==> config.mk <==
export PLATFORM = sky130hd
export DESIGN_NAME = running_median_filter_u16
export DESIGN_NICKNAME = d
export VERILOG_FILES = /design/src/hw/rtl/rmf_pkg.sv /design/src/hw/rtl/running_median_filter_u16.sv /design/src/hw/rtl/rmf_merge_step.sv
export SDC_FILE = /design/constraint.sdc
export NUM_CORES = 1
export LEC_CHECK = 0
export BUFFER_PORTS_ARGS = -buffer_cell sky130_fd_sc_hd__buf_2
export CAP_MARGIN = 20
export CORE_AREA = 8 8 303 305
export CTS_BUF_LIST = sky130_fd_sc_hd__clkbuf_16
export DETAILED_ROUTE_END_ITERATION = 7
export DIE_AREA = 0 0 311 313
export PLACE_DENSITY = 0.67
export SYNTH_ARGS = -nofsm -noshare
export SYNTH_HDL_FRONTEND = slang
export SYNTH_SLANG_ARGS = --single-unit
==> constraint.sdc <==
create_clock -name clk -period 5.9 [get_ports clk]
set_input_delay 0.885 -clock clk [delete_from_list [all_inputs] [get_ports clk]]
set_output_delay 0.885 -clock clk [all_outputs]
set_load 0.02 [all_outputs]
==> src/hw/rtl/rmf_pkg.sv <==
// Shared types and constants for the running median filter.
// No dependencies; imported by rmf_merge_step and running_median_filter_u16.
`default_nettype none

package rmf_pkg;

    localparam int unsigned SAMPLE_W = 16;

    typedef logic [SAMPLE_W-1:0] sample_t;

    // Item kind carried on s_tuser
    localparam logic KIND_SAMPLE = 1'b0;
    localparam logic KIND_CLEAR  = 1'b1;

    // Decision of one merge step over the sorted list
    typedef struct packed {
        logic consume;   // advance past the element under the read head
        logic wr_en;     // write one entry to the new list
        logic wr_new;    // the written entry is the incoming sample
        logic clr_rem;   // the evicted sample has been skipped
        logic set_ins;   // the incoming sample has been placed
        logic done;      // the new list is complete
    } step_t;

endpackage

`default_nettype wire

==> src/hw/rtl/running_median_filter_u16.sv <==
// Running median filter top level: sequencer, sample ring and sorted-list memory.
// Depends on rmf_pkg and rmf_merge_step.
//
//  channel   dir  handshake           payload
//  s_*       in   s_tvalid/s_tready   s_tdata = sample[15:0], s_tuser = kind
//  m_*       out  m_tvalid/m_tready   m_tdata = median[15:0]
//  cfg_*     in   cfg_we              cfg_data = stop_value[15:0]
//
// Each sample runs a merge pass (PREP, RUN, FINISH) over the sorted list of the
// samples held before it (at most WINDOW): the pass reads the list one entry per
// cycle, but holds the head for the step that places the new sample, through a
// single memory read port. A clear skips the pass and goes straight to FINISH.
// The next item is not taken until the result is posted.
// Reset empties the window at once; no clearing pass is needed.
// The result register lets a new item in while the last result is unread;
// the block stalls at its final step until the result register is free.
`default_nettype none

module running_median_filter_u16 #(
    parameter int unsigned WINDOW = 16
) (
    input  wire logic             clk,
    input  wire logic             rst_n,
    input  wire logic             s_tvalid,
    output logic                  s_tready,
    input  wire rmf_pkg::sample_t s_tdata,   // [15:0] sample
    input  wire logic             s_tuser,   // [0] kind
    output logic                  m_tvalid,
    input  wire logic             m_tready,
    output rmf_pkg::sample_t      m_tdata,   // [15:0] median
    input  wire logic             cfg_we,
    input  wire rmf_pkg::sample_t cfg_data
);
    import rmf_pkg::*;

    localparam int unsigned AW = (WINDOW > 1) ? $clog2(WINDOW) : 1;
    localparam int unsigned CW = $clog2(WINDOW + 1);
    localparam logic [CW-1:0] FULL     = CW'(WINDOW);
    localparam logic [AW-1:0] LAST_POS = AW'(WINDOW - 1);

    localparam logic [1:0] ST_IDLE   = 2'd0;
    localparam logic [1:0] ST_PREP   = 2'd1;
    localparam logic [1:0] ST_RUN    = 2'd2;
    localparam logic [1:0] ST_FINISH = 2'd3;

    logic [1:0]    state_reg, state_next;
    sample_t       stop_reg;
    sample_t       new_reg;
    sample_t       evict_reg;
    sample_t       median_reg;
    logic          clr_reg;
    logic [CW-1:0] fill_reg;
    logic [CW-1:0] count_reg;   // list length after this item
    logic [CW-1:0] mpos_reg;    // list position of the median
    logic [CW-1:0] idx_reg;     // read head in the old list
    logic [CW-1:0] widx_reg;    // write position in the new list
    logic          rem_reg;
    logic          ins_reg;
    logic [AW-1:0] oldest_reg;
    logic          bank_reg;
    logic          out_valid_reg;
    sample_t       out_data_reg;

    // arrival-order ring and double-banked sorted list
    sample_t ring_mem [0:WINDOW-1];
    sample_t sort_mem [0:(1 << (AW + 1))-1];
    sample_t ring_rd_reg;
    sample_t sort_rd_reg;

    step_t         step;
    logic [CW-1:0] rd_idx;
    logic [CW-1:0] count_calc;
    sample_t       wr_data;
    sample_t       adj_sample;
    logic          s_fire;
    logic          out_free;

    assign s_tready = (state_reg == ST_IDLE);
    assign s_fire   = s_tvalid && s_tready;
    assign out_free = !out_valid_reg || m_tready;
    assign m_tvalid = out_valid_reg;
    assign m_tdata  = out_data_reg;

    assign adj_sample = (s_tdata == stop_reg) ? s_tdata + 1'b1 : s_tdata;
    assign count_calc = (fill_reg == FULL) ? fill_reg : fill_reg + 1'b1;

    rmf_merge_step u_step (
        .elem         (sort_rd_reg),
        .new_sample   (new_reg),
        .evict_sample (evict_reg),
        .in_range     (idx_reg < fill_reg),
        .rem_pending  (rem_reg),
        .ins_done     (ins_reg),
        .step         (step)
    );

    assign wr_data = step.wr_new ? new_reg : sort_rd_reg;

    always_comb
    begin
        rd_idx = idx_reg;
        if (state_reg == ST_PREP)
        begin
            rd_idx = '0;
        end
        else if ((state_reg == ST_RUN) && step.consume)
        begin
            rd_idx = idx_reg + 1'b1;
        end
    end

    always_comb
    begin
        state_next = state_reg;
        case (state_reg)
            ST_IDLE:
            begin
                if (s_fire)
                begin
                    state_next = (s_tuser == KIND_CLEAR) ? ST_FINISH : ST_PREP;
                end
            end
            ST_PREP:   state_next = ST_RUN;
            ST_RUN:
            begin
                if (step.done)
                begin
                    state_next = ST_FINISH;
                end
            end
            ST_FINISH:
            begin
                if (out_free)
                begin
                    state_next = ST_IDLE;
                end
            end
            default:   state_next = ST_IDLE;
        endcase
    end

    always_ff @(posedge clk)
    begin
        ring_rd_reg <= ring_mem[oldest_reg];
        if (state_reg == ST_PREP)
        begin
            ring_mem[oldest_reg] <= new_reg;
        end
    end

    always_ff @(posedge clk)
    begin
        sort_rd_reg <= sort_mem[{bank_reg, rd_idx[AW-1:0]}];
        if ((state_reg == ST_RUN) && step.wr_en)
        begin
            sort_mem[{~bank_reg, widx_reg[AW-1:0]}] <= wr_data;
        end
    end

    // payload registers
    always_ff @(posedge clk)
    begin
        if (s_fire)
        begin
            new_reg <= adj_sample;
        end
        if (state_reg == ST_PREP)
        begin
            evict_reg <= ring_rd_reg;
            count_reg <= count_calc;
            mpos_reg  <= (count_calc - 1'b1) >> 1;
        end
        if ((state_reg == ST_RUN) && step.wr_en && (widx_reg == mpos_reg))
        begin
            median_reg <= wr_data;
        end
        if ((state_reg == ST_FINISH) && out_free)
        begin
            out_data_reg <= clr_reg ? '0 : median_reg;
        end
    end

    always_ff @(posedge clk or negedge rst_n)
    begin
        if (!rst_n)
        begin
            state_reg     <= ST_IDLE;
            stop_reg      <= '0;
            clr_reg       <= 1'b0;
            fill_reg      <= '0;
            idx_reg       <= '0;
            widx_reg      <= '0;
            rem_reg       <= 1'b0;
            ins_reg       <= 1'b0;
            oldest_reg    <= '0;
            bank_reg      <= 1'b0;
            out_valid_reg <= 1'b0;
        end
        else
        begin
            state_reg <= state_next;
            if (cfg_we)
            begin
                stop_reg <= cfg_data;
            end
            // post a new result, or drop the one just taken
            if ((state_reg == ST_FINISH) && out_free)
            begin
                out_valid_reg <= 1'b1;
            end
            else if (out_valid_reg && m_tready)
            begin
                out_valid_reg <= 1'b0;
            end
            case (state_reg)
                ST_IDLE:
                begin
                    if (s_fire)
                    begin
                        clr_reg <= (s_tuser == KIND_CLEAR);
                    end
                end
                ST_PREP:
                begin
                    idx_reg  <= '0;
                    widx_reg <= '0;
                    rem_reg  <= (fill_reg == FULL);
                    ins_reg  <= 1'b0;
                end
                ST_RUN:
                begin
                    idx_reg <= rd_idx;
                    if (step.wr_en)
                    begin
                        widx_reg <= widx_reg + 1'b1;
                    end
                    if (step.clr_rem)
                    begin
                        rem_reg <= 1'b0;
                    end
                    if (step.set_ins)
                    begin
                        ins_reg <= 1'b1;
                    end
                end
                ST_FINISH:
                begin
                    if (out_free)
                    begin
                        if (clr_reg)
                        begin
                            fill_reg   <= '0;
                            oldest_reg <= '0;
                        end
                        else
                        begin
                            // commit the new list and advance the ring
                            fill_reg   <= count_reg;
                            bank_reg   <= ~bank_reg;
                            oldest_reg <= (oldest_reg == LAST_POS) ? '0 : oldest_reg + 1'b1;
                        end
                    end
                end
                default:
                begin
                end
            endcase
        end
    end

    // the evicted sample must have been found in the sorted list
    assert property (@(posedge clk) disable iff (!rst_n)
        (state_reg == ST_RUN && step.done) |-> !rem_reg)
        else $error("evicted sample not found in sorted list");

    // writes never run ahead of reads by more than the one inserted entry
    assert property (@(posedge clk) disable iff (!rst_n)
        (state_reg == ST_RUN) |-> (widx_reg <= idx_reg + 1'b1))
        else $error("merge write index ahead of read index");

    assert property (@(posedge clk) disable iff (!rst_n)
        fill_reg <= FULL)
        else $error("fill count beyond window");

    // one item at a time: no acceptance right after an acceptance
    assert property (@(posedge clk) disable iff (!rst_n)
        (s_tvalid && s_tready) |=> !s_tready)
        else $error("input taken while previous item busy");

endmodule

`default_nettype wire

==> src/hw/rtl/rmf_merge_step.sv <==
// Compare unit: one step of merging the sorted list with one eviction
// and one insertion. Depends on rmf_pkg.
`default_nettype none

module rmf_merge_step (
    input  wire rmf_pkg::sample_t elem,         // element under the read head
    input  wire rmf_pkg::sample_t new_sample,   // sample being inserted
    input  wire rmf_pkg::sample_t evict_sample, // sample leaving the window
    input  wire logic             in_range,     // read head still inside the old list
    input  wire logic             rem_pending,  // eviction not yet done
    input  wire logic             ins_done,     // insertion already done
    output rmf_pkg::step_t        step
);
    import rmf_pkg::*;

    always_comb
    begin
        step = '0;
        if (in_range)
        begin
            if (rem_pending && (elem == evict_sample))
            begin
                // drop the evicted sample from the list
                step.consume = 1'b1;
                step.clr_rem = 1'b1;
            end
            else if (!ins_done && (new_sample > elem))
            begin
                // place the new sample ahead of the first smaller element, hold the head
                step.wr_en   = 1'b1;
                step.wr_new  = 1'b1;
                step.set_ins = 1'b1;
            end
            else
            begin
                step.wr_en   = 1'b1;
                step.consume = 1'b1;
            end
        end
        else
        begin
            step.done = 1'b1;
            if (!ins_done)
            begin
                step.wr_en   = 1'b1;
                step.wr_new  = 1'b1;
                step.set_ins = 1'b1;
            end
        end
    end

endmodule

`default_nettype wire

==> summary.md, run 1 <==
| Metric | Value |
|---|---|
| Status | `finished, final reports clean` |
| Depth of the CTS H-tree | `3` |
| Pwr/cell area | `309 nW/µm²` |
| Post-route cell area | `41200 µm²` |
| Post-CTS Resized | `0` |
| Post-synthesis cell count | `approximately 2400` |
| R2r startpoint | `new_reg[12]` |
| Combinational Power Share | `0.005` |
| WP data arrival | `5.62 ns` |
| DRC viols | `0` |
| Net Switching | `2.53 mW` |
| Most common flop cell mapped by yosys | `edfxtp_1` |
| Rows | `about 110` |
| Clock Sinks | `915` |
| Tmin final | `~5 ns` |
| Post-route ant nets | `0` |
| Top cell type's share of synthesized area | `0.697` |
| Number of global-route vias before repair | `20824` |
| R2r endpoint | `sort_rd_reg[1]` |
| Placed cell count | `3536` |
| Worst-path clk slew | `0.06 ns` |
| First-pass GRT wire length | `133000 µm` |
| Setup WS pre-CTS | `0.912 ns` |
| Count of pins over their slew limit | `0` |
| Post-DP Area | `38200 µm²` |
| Setup repair after global routing missed its margin | `no` |
| Clock Latency Late Sink | `between 0.6 and 0.7 ns` |
| Post-route clock period utilization | `0.871` |
| R2R depth | `11` |
| Largest register FFs | `512` |
| Core area | `87300 µm²` |
| Tightest Pin Transition | `roughly 1.0 ns` |
| Maximum VDD drop | `0.283 mV` |
| Relative slew slack | `0.308` |
| Share of post-route cells with drive strength above 1 | `0.162` |
| Setup TNS | `0 ns` |
| CTS tree | `yes` |
| Final setup viols | `0` |
| Post-CTS setup buffers | `0` |
| Hold Crit Class | `primary input to async pin` |
| Drt total wl | `89500 µm` |
| Yosys warns | `0` |
| Pleak | `14.1 nW` |
| Worst reg2reg setup slack | `around 0.76 ns` |
| Share of total power in the clock network | `0.446` |
| Async set-reset flop share out of synthesis | `0.0459` |
| Area grow syn2layout | `13.7%` |
| Final nets | `2542` |
| Setup crit start kind | `flop` |
| Count of final hold-check violations | `0` |
| # port buffers | `55` |
| Die area | `97300 µm²` |
| Global Route Usage Sum | `0.179` |
| Syn Area/Cell | `approximately 15 µm²` |
| Maxcap violations | `0` |
| Area contributors post-synth | `edfxtp_1 (70%), mux4_2 (5.0%), nand2_1 (4.7%)` |
| FMAX | `between 150 and 200 MHz` |
| Post-DR wirelength/cell | `about 24 µm` |
| WP data required | `6.39 ns` |
| Finished Core Util | `0.472` |
| Flops & latches, synth | `about 900` |
| Clock Tree Buf Depth | `3` |
| First-pass DRT Iterations | `6` |
| Fin cells | `approximately 3700` |
| Mapped cell area | `~36000 µm²` |
| Syn Nets | `2425` |
| Sequential fraction of the synthesis area | `0.743` |
| Fin worst setup slack | `0.761 ns` |
| Critical Path Sink Type | `flop` |
| CP max FO | `65` |
| GP Congestion | `roughly 0.85` |
| Die Y | `313 µm` |
| Hold_buf cts | `0` |
| Crit Path Class | `flop to flop` |
| Pin count of the biggest net entering global routing | `70` |
| Post-synth EDFFs | `841` |
| Library cells used by synthesis | `56` |
| Remaining Overflow, GRT | `0` |
| Inserted Diodes | `0` |
| Die width | `311 µm` |
| Seq pwr share | `0.548` |
| HPWL Detailed | `53200 µm` |
| Initial drt markers | `2655` |
| Via count | `20989` |
| Vias per cell | `5.66` |
| Initial antenna violation count | `3` |
| Pint | `10.2 mW` |
| Starting density of the core | `0.415` |
| Root buffer selected by CTS | `clkbuf_16` |
| Cts bufs inserted | `93` |
| Leading area contributor after synthesis | `edfxtp_1` |
| Io pins | `56` |
| Switch share | `0.198` |
| Clock Skew | `0.0628 ns` |
-- cell usage in the layout, fill, tap and decap left out, types with 5 or more instances in the layout --
| cell | count |
|---|---|
| edfxtp_1 | 841 |
| nand2_1 | 453 |
| nand3_1 | 127 |
| nor2_1 | 117 |
| clkbuf_16 | 93 |
| buf_4 | 82 |
| mux4_2 | 81 |
| inv_1 | 71 |
| a31oi_1 | 65 |
| nand4_1 | 59 |
| buf_2 | 55 |
| a32oi_1 | 47 |
| xnor2_1 | 46 |
| dfrtp_1 | 40 |
| mux2_2 | 38 |
| mux2i_1 | 36 |
| ha_1 | 36 |
| dfxtp_1 | 32 |
| nor2b_1 | 19 |
| clkinv_1 | 19 |
| clkinv_2 | 18 |
| xor2_1 | 17 |
| o21ai_0 | 17 |
| o2111ai_1 | 16 |
| a21oi_1 | 14 |
| nand2b_1 | 8 |
| bufinv_16 | 7 |
| or3_1 | 6 |
| nand3b_1 | 6 |
| a211oi_1 | 5 |
-- metal layers --
metal	wire length, µm	global-route usage	vias to the layer above
met2	41800	0.285	1101
met3	8740	0.0373	158
met1	36600	0.248	10607
met5	0	0	-
met4	2440	0.0554	0
li1	-	-	9123
-- worst max-delay path: stages (launching register included) --
cell	delay (ns)
edfxtp_1	0.69
ha_1	0.42
nand4_1	0.14
a2111o_1	0.42
a31oi_1	0.52
o21a_1	0.50
mux2i_4	0.37
buf_4	0.68
mux2i_1	0.23
a32oi_1	0.21
nand4_1	0.20
a32oi_1	0.53
-- synthesized netlist by cell type (3+ instances only) --
library cell  count
xor2_1           17
buf_4             3
clkbuf_1         59
nand4_1          59
o2111ai_1        16
buf_1            13
nand3_1         127
dfrtp_1          42
mux2i_1          37
and2_1            5
nor2b_1          19
edfxtp_1        841
xnor2_1          46
mux4_2           81
nor3_1            3
buf_6             3
nand2b_1          8
a32oi_1          47
a21oi_1          15
nand3b_1          6
mux2_2           38
nor2_1          118
or3_1             6
a211oi_1          5
dfxtp_1          32
buf_2            42
ha_1             37
o22ai_1           4
o21a_1            4
inv_1            48
a31oi_1          65
nor4_1            4
nand2_1         454
o21ai_0          18
-- metrics by stage --
stage	total power, mW	hold WS [ns]
6_report	12.8	0.140
5_1_grt	13.1	0.131
4_1_cts	12.8	0.115
3_5_place_dp	7.20	0.389
3_3_place_gp	7.20	0.391
2_1_floorplan	7.16	0.386
-- power groups by stage --
stage | sequential (mW) | combinational (mW) | clock (mW)
2_1_floorplan | 7.13 | 0.0347 | 0
3_3_place_gp | 7.13 | 0.0654 | 0
3_5_place_dp | 7.13 | 0.0689 | 0
4_1_cts | 7.00 | 0.0691 | 5.78
5_1_grt | 6.99 | 0.0753 | 6.03
6_report | 7.00 | 0.0681 | 5.69
-- kinds of logic after synthesis --
family / after synthesis / share of synthesized area
DFF: 915 / 0.743
muxes: 158 / 0.0736
adders and majority gates: 37 / 0.0128
xor gates and xnor gates: 63 / 0.0152
AOI/OAI and AO/OA: 190 / 0.0373
buffers and inverters: 170 / 0.0200
and+or+nand+nor: 817 / 0.0978
-- worst max-delay path by stage --
stage / slack [ns] / from / to / cells past startpoint
detailed placement: 0.91 / new_reg[12] / sort_rd_reg[1] / 11
global placement: 0.96 / new_reg[12] / sort_rd_reg[1] / 11
global route: 0.58 / new_reg[12] / sort_rd_reg[6] / 11
CTS: 0.85 / new_reg[12] / sort_rd_reg[1] / 11
floorplan: 1.59 / fill_reg[2] / median_reg[0] / 9
finish: 0.76 / new_reg[12] / sort_rd_reg[1] / 11
-- area by class of cell --
class	instances	area [µm²]
Multi-Input combinational cell	1265	8640
Fill cell	7339	46000
Clock buffer	93	2330
Inverter	49	184
Sequential cell	915	27000
Tap cell	1165	1460
Clock inverter	79	666
Timing Repair Buffer	143	1010
Note: power is estimated with default switching activity, not from simulation.
==> inputs of run 2 (changes only) <==
--- a/config.mk
+++ b/config.mk
@@ -7,11 +7,11 @@
 export LEC_CHECK = 0
 export BUFFER_PORTS_ARGS = -buffer_cell sky130_fd_sc_hd__buf_2
 export CAP_MARGIN = 20
-export CORE_AREA = 8 8 303 305
+export CORE_AREA = 8 8 314 316
 export CTS_BUF_LIST = sky130_fd_sc_hd__clkbuf_16
 export DETAILED_ROUTE_END_ITERATION = 7
-export DIE_AREA = 0 0 311 313
-export PLACE_DENSITY = 0.67
+export DIE_AREA = 0 0 322 324
+export PLACE_DENSITY = 0.64
 export SYNTH_ARGS = -nofsm -noshare
 export SYNTH_HDL_FRONTEND = slang
 export SYNTH_SLANG_ARGS = --single-unit
==> run 2 against run 1 <==
Count of clock-buffer cells in the layout rose by 2. Clock skew fell by 0.032 ns. Non-clock buffer count rose by 1. Sequential share of layout area fell by 0.38 points. Cell area rose by 0.58%. Critical path depth did not move. Utilization fell by 3.1 points. Routed wire length rose by 1.5%. Critical endpoint is now sort_rd_reg[14].
==> summary.md, run 2 (synthesis gave the netlist of run 1 again) <==
| Metric | Value |
|---|---|
| GP Congestion | `0.854 (+0.53%)` |
| CTS tree | `yes` |
| Largest register FFs | `512 (unchanged)` |
| Register area | `27000 µm² (about the same)` |
| CP max FO | `66 (+1.5%)` |
| Die width | `322 µm (+3.5%)` |
| Crit-path most repeated cell | `a31oi_1` |
| Worst hold margin | `0.335 ns (+0.195 ns)` |
| Crit path max-delay cell type | `a31oi_1` |
| Io pins | `56 (unchanged)` |
| R2r startpoint | `new_reg[15]` |
| Setup crit start kind | `flop` |
| Maxcap violations | `0 (unchanged)` |
| Number of global-route vias before repair | `20825 (+0.0048%)` |
| Share of post-route cells with drive strength above 1 | `0.169 (+0.00681)` |
| Critical Path Sink Type | `flop` |
| DRC viols | `0 (unchanged)` |
| Vias per cell | `5.48 (-3.2%)` |
| Cell Chain, Critical Path | `ha_1, nand4_1, a2111o_1, a31oi_1, o21a_1, mux2i_4, buf_4, mux2i_1, a32oi_1, a31oi_1, a211oi_1` |
| Drt total wl | `90900 µm (+1.5%)` |
| Post-route clock period utilization | `0.892 (+0.0207)` |
| WP data required | `6.41 ns (+0.02 ns)` |
| Depth of the CTS H-tree | `3 (unchanged)` |
| HPWL Detailed | `54200 µm (+1.8%)` |
| Pin count of the biggest net entering global routing | `71 (+1.4%)` |
| # port buffers | `55 (unchanged)` |
| Post-route ant nets | `0 (unchanged)` |
| Core area | `93900 µm² (+7.6%)` |
| Clock Sinks | `915 (unchanged)` |
| Pwr/cell area | `312 nW/µm² (+0.75%)` |
| Post-CTS Resized | `0 (unchanged)` |
| Multi-input logic area | `8680 µm² (+0.46%)` |
| Hold Crit Class | `primary input to async pin` |
| Root buffer selected by CTS | `clkbuf_16` |
| Die Y | `324 µm (+3.5%)` |
| Post-DP Area | `38400 µm² (+0.45%)` |
| Area grow syn2layout | `14.4%` |
| Worst reg2reg setup slack | `0.64 ns (-0.12 ns)` |
| Post-route cell area | `41500 µm² (+0.58%)` |
| Clock Tree Buf Depth | `3 (unchanged)` |
| Fill count | `8236 (+12%)` |
| R2R depth | `11 (unchanged)` |
| Starting density of the core | `0.386 (-0.0292)` |
| Worst-path clk slew | `0.06 ns (about the same)` |
| Crit Path Class | `flop to flop` |
| Max stage delay on crit path | `0.67 ns (-0.02 ns)` |
| Clock Skew | `0.0306 ns (-0.0322 ns)` |
| Initial antenna violation count | `2 (-1)` |
| Relative slew slack | `0.244 (-0.0638)` |
| Count of final hold-check violations | `0 (unchanged)` |
| First-pass GRT wire length | `135000 µm (+1.4%)` |
| Total stage count of the critical path | `11 (unchanged)` |
| CP Buf/Inv Count | `1 (unchanged)` |
| Count of pins over their slew limit | `0 (unchanged)` |
| Post-CTS setup buffers | `0 (unchanged)` |
| WP data arrival | `5.77 ns (+0.15 ns)` |
| Via count | `20895 (-0.45%)` |
| Final nets | `2544 (+0.079%)` |
| Pleak | `14.1 nW (+0.19%)` |
| Post-DR wirelength/cell | `23.8 µm (-1.3%)` |
| R2r endpoint | `sort_rd_reg[14]` |
| Most frequent cells in the layout | `edfxtp_1 (841), nand2_1 (453), nand3_1 (127)` |
| Rows | `113 (+3.7%)` |
| Clock Latency Late Sink | `0.68 ns (about the same)` |
| Status | `finished, final reports clean` |
| Global Route Usage Sum | `0.171 (-0.00796)` |
| Cts bufs inserted | `94 (+1.1%)` |
| Final setup viols | `0 (unchanged)` |
| Setup TNS | `0 ns (unchanged)` |
| Remaining Overflow, GRT | `0 (unchanged)` |
| Setup repair after global routing missed its margin | `no` |
| FMAX | `190 MHz (-2.3%)` |
| Tmin final | `5.26 ns (+0.122 ns)` |
| First-pass DRT Iterations | `8 (+2)` |
| Tot Pwr | `12.9 mW (+1.3%)` |
| Top delay family on crit path | `compound AO/OA/AOI/OAI gates` |
| Maximum VDD drop | `0.222 mV (-22%)` |
| Tightest Pin Transition | `1.13 ns (+0.0957 ns)` |
| Initial drt markers | `2485 (-6.4%)` |
| Most common cell after layout, fill and taps aside | `edfxtp_1` |
| Die area | `104000 µm² (+7.2%)` |
| Hold_buf cts | `0 (unchanged)` |
-- run 2: cell types whose count changed in the layout (fill, tap and decap cells not counted), sizes merged --
cell    before  now
bufinv       7   10
clkbuf      93   95
inv         75   73
buf        143  144
diode        0    1
-- run 2: how the worst max path moves through the flow --
stage / startpoint / slack [ns] / endpoint
global route: new_reg[0] / 0.44 / sort_rd_reg[14]
detailed placement: new_reg[0] / 0.80 / sort_rd_reg[14]
floorplan: fill_reg[2] / 1.59 / median_reg[0]
global placement: new_reg[0] / 0.90 / sort_rd_reg[14]
CTS: new_reg[0] / 0.76 / sort_rd_reg[14]
finish: new_reg[15] / 0.64 / sort_rd_reg[14]
-- run 2: area by class of cell --
type                    count  area share
flip-flops and latches    915       0.650
multi-input cells        1265       0.209
clock buffers              95      0.0573
well taps                1265      0.0382
repair buffers            144      0.0244
clock inverters            80      0.0165
inverters                  49     0.00443
diodes                      1   0.0000603
-- run 2: metrics by stage --
stage | util | std cells | setup slack (ns)
after floorplan | - | 2350 | 1.59
after global placement | 0.409 | 3637 | 0.901
after detailed placement | 0.409 | 3637 | 0.799
after CTS | 0.441 | 3812 | 0.761
after global routing | 0.442 | 3813 | 0.445
final | 0.442 | 3814 | 0.639
-- run 2: routing by layer --
metal | part of all wire | wire length, µm | vias up | global-route usage
li1 | - | - | 9155 | -
met1 | 0.41 | 36900 | 10570 | 0.230
met2 | 0.48 | 43400 | 1007 | 0.283
met3 | 0.086 | 7800 | 163 | 0.0299
met4 | 0.031 | 2790 | 0 | 0.0562
met5 | 0 | 0 | - | 0
-- run 2: report_power, final --
group	switching, mW	internal [mW]	total [mW]
Clock	2.49	3.38	5.86
Sequential	0.00855	6.99	7.00
Combinational	0.0328	0.0340	0.0668
